### src/hdl/llm_pkg.sv
// Package with the shared constants of the Lucas-Lehmer block.
package llm_pkg;
    localparam int MAX_P_DEF = 128;
    localparam int DIG_W     = 32;
    localparam int EXP_W     = 8;
    localparam int RES_W     = 64;
endpackage

### src/hdl/lucas_lehmer_mersenne_test_top.sv
// Lucas-Lehmer test of 2^p-1 with the residue and square held in two digit memories.
// One word is taken at a time; the next is accepted only once its result has gone to the output
// register. The residue holds DIGS = 2*ceil(MAX_P/64) digits and the product WIDE = 2*DIGS+2,
// and each square is folded back in passes until its high part is zero. The 32x32
// multiplier feeds the product memory through a single read-modify-write path.
// Synchronous active-low reset clears the control state and the output valid flag.
module lucas_lehmer_mersenne_test_top #(
    parameter int MAX_P = llm_pkg::MAX_P_DEF
) (
    input  logic                     aclk,
    input  logic                     aresetn,
    input  logic                     s_valid,
    output logic                     s_ready,
    input  logic [llm_pkg::EXP_W-1:0] s_exponent,
    output logic                     m_valid,
    input  logic                     m_ready,
    output logic                     m_is_prime,
    output logic [llm_pkg::RES_W-1:0] m_residue_low
);
    localparam int LIMBS = (MAX_P + 63) / 64;
    localparam int DIGS  = 2 * LIMBS;
    localparam int WIDE  = 2 * DIGS + 2;
    localparam int DW    = $clog2(DIGS);
    localparam int PW    = $clog2(WIDE);
    localparam int XW    = llm_pkg::DIG_W;

    localparam logic [3:0] ST_IDLE = 4'd0;
    localparam logic [3:0] ST_INIT = 4'd1;
    localparam logic [3:0] ST_CLR  = 4'd2;
    localparam logic [3:0] ST_MRD  = 4'd3;
    localparam logic [3:0] ST_MMUL = 4'd4;
    localparam logic [3:0] ST_MACC = 4'd5;
    localparam logic [3:0] ST_MTOP = 4'd6;
    localparam logic [3:0] ST_ARD  = 4'd7;
    localparam logic [3:0] ST_AEX  = 4'd8;
    localparam logic [3:0] ST_PRD  = 4'd9;
    localparam logic [3:0] ST_PEX  = 4'd10;
    localparam logic [3:0] ST_FRD  = 4'd11;
    localparam logic [3:0] ST_FEX  = 4'd12;
    localparam logic [3:0] ST_CRD  = 4'd13;
    localparam logic [3:0] ST_CEX  = 4'd14;
    localparam logic [3:0] ST_DONE = 4'd15;

    logic [XW-1:0] s_mem [DIGS];
    logic [XW-1:0] p_mem [WIDE];

    logic [3:0]    state_reg, state_next;
    logic [7:0]    p_reg, p_next;
    logic [PW-1:0] w_reg, w_next;
    logic [4:0]    b_reg, b_next;
    logic [7:0]    iter_reg, iter_next;
    logic [DW-1:0] i_reg, i_next, j_reg, j_next;
    logic [PW-1:0] k_reg, k_next;
    logic [XW-1:0] carry_reg, carry_next;
    logic [63:0]   prod_reg, prod_next;
    logic [XW-1:0] hprev_reg, hprev_next;
    logic          hinz_reg, hinz_next, eqm_reg, eqm_next, zero_reg, zero_next;
    logic [63:0]   res_reg, res_next;
    logic          m_valid_reg, m_valid_next, m_prime_reg, m_prime_next;
    logic [63:0]   m_res_reg, m_res_next;

    logic [XW-1:0] srd0_reg, srd1_reg, prd0_reg, prd1_reg;
    logic [DW-1:0] sa0, sa1, swa;
    logic [PW-1:0] pa0, pa1, pwa;
    logic          swe, pwe;
    logic [XW-1:0] swd, pwd;

    logic [XW-1:0] mask_b, mdig, modm2, lo_dig, hi_word, hi_dig, cp_dig;
    logic          hi_in, k_last;
    logic [PW:0]   hi_idx;
    logic [XW:0]   fsum, asum;
    logic [63:0]   mac_t;
    logic [7:0]    p_clamp;

    always_comb begin
        if (s_exponent < 8'd3) begin
            p_clamp = 8'd3;
        end else if (32'(s_exponent) > MAX_P) begin
            p_clamp = 8'(MAX_P);
        end else begin
            p_clamp = s_exponent;
        end
    end

    assign mask_b  = XW'((33'd1 << b_reg) - 33'd1);
    assign mdig    = (k_reg < w_reg) ? '1 : ((k_reg == w_reg) ? mask_b : '0);
    assign modm2   = (k_reg == '0) ? (mdig & ~32'd2) : mdig;
    assign k_last  = (k_reg == PW'(WIDE - 1));
    assign hi_idx  = (PW+1)'(k_reg) + (PW+1)'(w_reg) + (PW+1)'(1);
    assign hi_in   = (hi_idx < (PW+1)'(WIDE));
    assign hi_word = hi_in ? prd1_reg : '0;
    assign hi_dig  = (b_reg == 5'd0) ? hprev_reg
                   : ((hprev_reg >> b_reg) | (hi_word << (6'd32 - {1'b0, b_reg})));
    assign lo_dig  = (k_reg < w_reg) ? prd0_reg : ((k_reg == w_reg) ? (prd0_reg & mask_b) : '0);
    assign fsum    = (XW+1)'(lo_dig) + (XW+1)'(hi_dig) + (XW+1)'(carry_reg[0]);
    assign asum    = (XW+1)'(prd0_reg) + (XW+1)'(modm2) + (XW+1)'(carry_reg[0]);
    assign mac_t   = prod_reg + 64'(prd0_reg) + 64'(carry_reg);
    assign cp_dig  = eqm_reg ? '0 : prd0_reg;

    assign sa0 = i_reg;
    assign sa1 = j_reg;
    assign pa0 = (state_reg == ST_MRD || state_reg == ST_MMUL || state_reg == ST_MACC)
               ? (PW'(i_reg) + PW'(j_reg)) : k_reg;
    assign pa1 = (state_reg == ST_PRD || state_reg == ST_PEX) ? w_reg
               : (hi_in ? hi_idx[PW-1:0] : '0);

    always_comb begin
        state_next   = state_reg;
        p_next       = p_reg;
        w_next       = w_reg;
        b_next       = b_reg;
        iter_next    = iter_reg;
        i_next       = i_reg;
        j_next       = j_reg;
        k_next       = k_reg;
        carry_next   = carry_reg;
        prod_next    = prod_reg;
        hprev_next   = hprev_reg;
        hinz_next    = hinz_reg;
        eqm_next     = eqm_reg;
        zero_next    = zero_reg;
        res_next     = res_reg;
        m_valid_next = m_valid_reg;
        m_prime_next = m_prime_reg;
        m_res_next   = m_res_reg;
        swe = 1'b0;
        swa = k_reg[DW-1:0];
        swd = '0;
        pwe = 1'b0;
        pwa = k_reg;
        pwd = '0;
        s_ready = 1'b0;
        if (m_valid_reg && m_ready) begin
            m_valid_next = 1'b0;
        end
        unique case (state_reg)
            ST_IDLE: begin
                s_ready = 1'b1;
                if (s_valid) begin
                    p_next     = p_clamp;
                    w_next     = PW'(p_clamp[7:5]);
                    b_next     = p_clamp[4:0];
                    iter_next  = '0;
                    k_next     = '0;
                    state_next = ST_INIT;
                end
            end
            ST_INIT: begin
                swe = 1'b1;
                swd = (k_reg == '0) ? 32'd4 : '0;
                if (k_reg == PW'(DIGS - 1)) begin
                    k_next     = '0;
                    state_next = ST_CLR;
                end else begin
                    k_next = k_reg + 1'b1;
                end
            end
            ST_CLR: begin
                pwe = 1'b1;
                if (k_last) begin
                    i_next     = '0;
                    j_next     = '0;
                    carry_next = '0;
                    state_next = ST_MRD;
                end else begin
                    k_next = k_reg + 1'b1;
                end
            end
            ST_MRD: begin
                state_next = ST_MMUL;
            end
            ST_MMUL: begin
                prod_next  = 64'(srd0_reg) * 64'(srd1_reg);
                state_next = ST_MACC;
            end
            ST_MACC: begin
                pwe        = 1'b1;
                pwa        = PW'(i_reg) + PW'(j_reg);
                pwd        = mac_t[31:0];
                carry_next = mac_t[63:32];
                if (j_reg == DW'(DIGS - 1)) begin
                    state_next = ST_MTOP;
                end else begin
                    j_next     = j_reg + 1'b1;
                    state_next = ST_MRD;
                end
            end
            ST_MTOP: begin
                pwe        = 1'b1;
                pwa        = PW'(i_reg) + PW'(DIGS);
                pwd        = carry_reg;
                carry_next = '0;
                j_next     = '0;
                if (i_reg == DW'(DIGS - 1)) begin
                    k_next     = '0;
                    state_next = ST_ARD;
                end else begin
                    i_next     = i_reg + 1'b1;
                    state_next = ST_MRD;
                end
            end
            ST_ARD: begin
                state_next = ST_AEX;
            end
            ST_AEX: begin
                pwe        = 1'b1;
                pwd        = asum[XW-1:0];
                carry_next = XW'(asum[XW]);
                if (k_last) begin
                    k_next     = '0;
                    state_next = ST_PRD;
                end else begin
                    k_next     = k_reg + 1'b1;
                    state_next = ST_ARD;
                end
            end
            ST_PRD: begin
                state_next = ST_PEX;
            end
            ST_PEX: begin
                hprev_next = prd1_reg;
                carry_next = '0;
                hinz_next  = 1'b0;
                eqm_next   = 1'b1;
                k_next     = '0;
                state_next = ST_FRD;
            end
            ST_FRD: begin
                state_next = ST_FEX;
            end
            ST_FEX: begin
                pwe        = 1'b1;
                pwd        = fsum[XW-1:0];
                carry_next = XW'(fsum[XW]);
                hinz_next  = hinz_reg | (hi_dig != '0);
                eqm_next   = eqm_reg & (fsum[XW-1:0] == mdig);
                hprev_next = hi_word;
                if (k_last) begin
                    k_next = '0;
                    if (hinz_next) begin
                        state_next = ST_PRD;
                    end else begin
                        zero_next  = 1'b1;
                        state_next = ST_CRD;
                    end
                end else begin
                    k_next     = k_reg + 1'b1;
                    state_next = ST_FRD;
                end
            end
            ST_CRD: begin
                state_next = ST_CEX;
            end
            ST_CEX: begin
                swe       = 1'b1;
                swd       = cp_dig;
                zero_next = zero_reg & (cp_dig == '0);
                if (k_reg == '0) begin
                    res_next[31:0] = cp_dig;
                end
                if (k_reg == PW'(1)) begin
                    res_next[63:32] = cp_dig;
                end
                if (k_reg == PW'(DIGS - 1)) begin
                    k_next    = '0;
                    iter_next = iter_reg + 1'b1;
                    if (iter_reg + 8'd1 == p_reg - 8'd2) begin
                        state_next = ST_DONE;
                    end else begin
                        state_next = ST_CLR;
                    end
                end else begin
                    k_next     = k_reg + 1'b1;
                    state_next = ST_CRD;
                end
            end
            ST_DONE: begin
                if (!m_valid_reg || m_ready) begin
                    m_valid_next = 1'b1;
                    m_prime_next = zero_reg;
                    m_res_next   = res_reg;
                    state_next   = ST_IDLE;
                end
            end
            default: begin
                state_next = ST_IDLE;
            end
        endcase
    end

    always_ff @(posedge aclk) begin
        srd0_reg <= s_mem[sa0];
        srd1_reg <= s_mem[sa1];
        prd0_reg <= p_mem[pa0];
        prd1_reg <= p_mem[pa1];
        if (swe) begin
            s_mem[swa] <= swd;
        end
        if (pwe) begin
            p_mem[pwa] <= pwd;
        end
    end

    always_ff @(posedge aclk) begin
        if (!aresetn) begin
            state_reg   <= ST_IDLE;
            p_reg       <= '0;
            iter_reg    <= '0;
            m_valid_reg <= 1'b0;
        end else begin
            state_reg   <= state_next;
            p_reg       <= p_next;
            iter_reg    <= iter_next;
            m_valid_reg <= m_valid_next;
        end
        w_reg       <= w_next;
        b_reg       <= b_next;
        i_reg       <= i_next;
        j_reg       <= j_next;
        k_reg       <= k_next;
        carry_reg   <= carry_next;
        prod_reg    <= prod_next;
        hprev_reg   <= hprev_next;
        hinz_reg    <= hinz_next;
        eqm_reg     <= eqm_next;
        zero_reg    <= zero_next;
        res_reg     <= res_next;
        m_prime_reg <= m_prime_next;
        m_res_reg   <= m_res_next;
    end

    assign m_valid       = m_valid_reg;
    assign m_is_prime    = m_prime_reg;
    assign m_residue_low = m_res_reg;
endmodule

### config.mk
export PLATFORM = sky130hd
export DESIGN_NAME = lucas_lehmer_mersenne_test_top
export DESIGN_NICKNAME = d
export VERILOG_FILES = /design/src/hdl/llm_pkg.sv /design/src/hdl/lucas_lehmer_mersenne_test_top.sv
export SDC_FILE = /design/constraint.sdc
export NUM_CORES = 2
export LEC_CHECK = 0
export BUFFER_PORTS_ARGS = -buffer_cell sky130_fd_sc_hd__buf_2
export CAP_MARGIN = 20
export CORE_MARGIN = 2
export CORE_UTILIZATION = 35
export DETAILED_ROUTE_END_ITERATION = 10
export GPL_ROUTABILITY_DRIVEN = 1
export PLACE_DENSITY_LB_ADDON = 0.15
export SYNTH_ARGS = -nofsm -noshare
export SYNTH_HDL_FRONTEND = slang
export SYNTH_SLANG_ARGS = --single-unit
### constraint.sdc
create_clock -name aclk -period 9.36 [get_ports aclk]
set_input_delay 1.404 -clock aclk [delete_from_list [all_inputs] [get_ports aclk]]
set_output_delay 1.404 -clock aclk [all_outputs]
set_load 0.01 [all_outputs]
==> run summary <==
initial antenna violation count = 15
EDFF count, synth = 724
Worst EP arrival = 9070 ps
WL/cell = 25.2 microns
final WL = 272 mm
pin count of the biggest net entering global routing = 137
post-CTS sizing = 0
Slew headroom = 0.218
most frequent cells in the layout = nand2_1 (1143), inv_1 (993), fa_1 (935)
sequential area share after synthesis = 0.309
total overflow reported by the global router = 0
Port Buffers = 78
post-route minimum period = 8610 ps
Antenna Nets Post-Route = 0
GPL Wtd Cong = 0.933
min-delay worst type = reg2reg
setup violators final = 0
Worst path slowest cell = dfxtp_1
Max Cap Violations = 0
critical path required time = 9820 ps
drt drc = 0
Syn Area/Cell = 10.4 sq um
Num CTS Buffers = 99
RSZ-0062 raised after global routing = no
clk_lat worst skew = 770 ps
Worst Tran Pin Value = 1170 ps
CP most frequent cell = fa_1
clock skew = 85.3 ps
max reg flops = 320
Synth async-reset ratio = 0
htree depth = 3
Yosys warnings = 0
max-slew violation count = 0
maximum clock rate = 0.116 GHz
P&R area growth vs syn = 10.2%
mux contribution to synthesized area = 0.0635
die area = 233000 sq um
final core utilization = 0.388
clock tree sinks = 873
Rows = 175
top flop regs = p_mem: 320 flops, s_mem: 128 flops
Chip Width = 482 microns
Post-CTS Hold Buffers = 0
Seq cells post-synth = 873
syn_nets = 9047
via count = 58479
outcome = completed
fin crit share = 0.920
Synth area leader = edfxtp_1
fin nets = 9012
post-synthesis compound-gate area fraction = 0.0898
Final Hold Fails = 0
nature of the critical path endpoint = flop
Post-Syn Area = 80100 sq um
CP max FO = 18
DR pass1 iterations = 6
post-synth top area share = 0.272
IO Count = 79
All-Layer GR Usage = 0.235
initial core utilization = 0.352
Worst path max stage delay = 940 ps
simple-gate area share of the yosys netlist = 0.154
Initial DRC Count = 4795
vias in the first global route = 60059
Largest Register = p_mem
main combinational cell family by area after synthesis = adder cells
Worst Setup Start Kind = flop
via/cell ratio = 5.41
adder and majority gate portion of the synthesized area = 0.293
largest cells by area after synthesis = edfxtp_1 (27%), fa_1 (23%), ha_1 (5.9%), nand2_1 (5.4%), mux4_2 (5.1%)
most common cell after layout, fill and taps aside = nand2_1
post-DP HPWL = 210 mm
# Post-CTS Setup Buffers = 0
clk slew on worst S/H paths = 70 ps
Core Area = 227000 sq um
clock tree buffer depth = 3
first-pass GRT wire length = 407 mm
Setup TNS = 0 ps
Synth Flop Type = edfxtp_1
chip height = 482 microns
Setup CP Type = reg2reg
layout cell share with drive strength beyond 1 = 0.0995
Yosys cell types = 93
Synth Instances = 7720
XOR/XNOR Fraction of Synth Area = 0.0214
Clock Tree Root = clkbuf_16
CTS tree = built
-- path summary, 6_finish.rpt --
check / start / endpoint / slack, ps / cells past startpoint
min: res_reg[23] / m_residue_low[23] / 420 / 0
max reg2reg: srd1_reg[14] / prod_reg[60] / 750 / 25
max: srd1_reg[14] / prod_reg[60] / 750 / 25
min reg2reg: res_reg[23] / m_residue_low[23] / 420 / 0
-- critical path, delay by kind of cell (launching register included) --
| family | cells | cell delay [ps] |
|---|---|---|
| adders and majority gates | 9 | 4240 |
| and+or+nand+nor | 6 | 1530 |
| AOI/OAI and AO/OA | 5 | 840 |
| buffers and inverters | 4 | 640 |
| xor gates and xnor gates | 1 | 90 |
| DFF | 1 | 940 |
-- cells by family (layout without fill, tap and decap cells) --
family / Yosys count / count (layout)
buf+inv: 1456 / 1507
simple gates: 2541 / 2541
compound gates: 1064 / 1064
mux: 278 / 278
fa+ha+maj: 1315 / 1315
xor+xnor: 193 / 193
flops: 873 / 873
other cells: 0 / 20
-- metrics by stage --
stage | hold slack, ps | instance area (sq um) | setup slack, ps | instances
final | 418 | 88200 | 752 | 10800
after global placement | 401 | 84600 | 645 | 10585
after detailed placement | 405 | 84600 | 721 | 10586
after global routing | 423 | 88200 | 395 | 10798
after CTS | 416 | 88100 | 702 | 10773
after floorplan | 400 | 80100 | 1790 | 7720
-- synthesized netlist by cell type (all sizes together) (17+ instances only) --
library cell	count
xnor2	125
o21a	40
and2	567
a21o	90
mux2i	79
fa	935
a211oi	67
o2111ai	17
or3	33
ha	380
nand2b	33
edfxtp	724
inv	994
xor2	67
mux2	17
a31oi	92
nand3	132
or2	18
nand2	1144
a22oi	24
o211ai	34
clkbuf	402
a311oi	71
o22ai	31
nor2b	111
nor3	74
nor4	30
buf	59
a21oi	224
nand4	28
mux4	182
and3	103
o21ai	181
nor2	219
dfxtp	149
o21bai	30
-- metal layers --
layer,GRT usage,vias up,share of wire
li1,-,25914,-
met1,0.328,30443,0.45
met2,0.381,1777,0.47
met3,0.0254,343,0.051
met4,0.0759,2,0.034
met5,0,-,0.000048
-- layout make-up --
cell class,count,area (sq um)
Antenna cell,20,50.0
Clock buffer,128,2740
Clock inverter,59,677
Fill cell,22406,139000
Inverter,995,3730
Multi-Input combinational cell,5391,50100
Sequential cell,873,24700
Tap cell,3009,3760
Timing Repair Buffer,325,2430
Power is not shown: default switching activity piles up to over one toggle a cycle in this logic, so the estimate is an artifact.
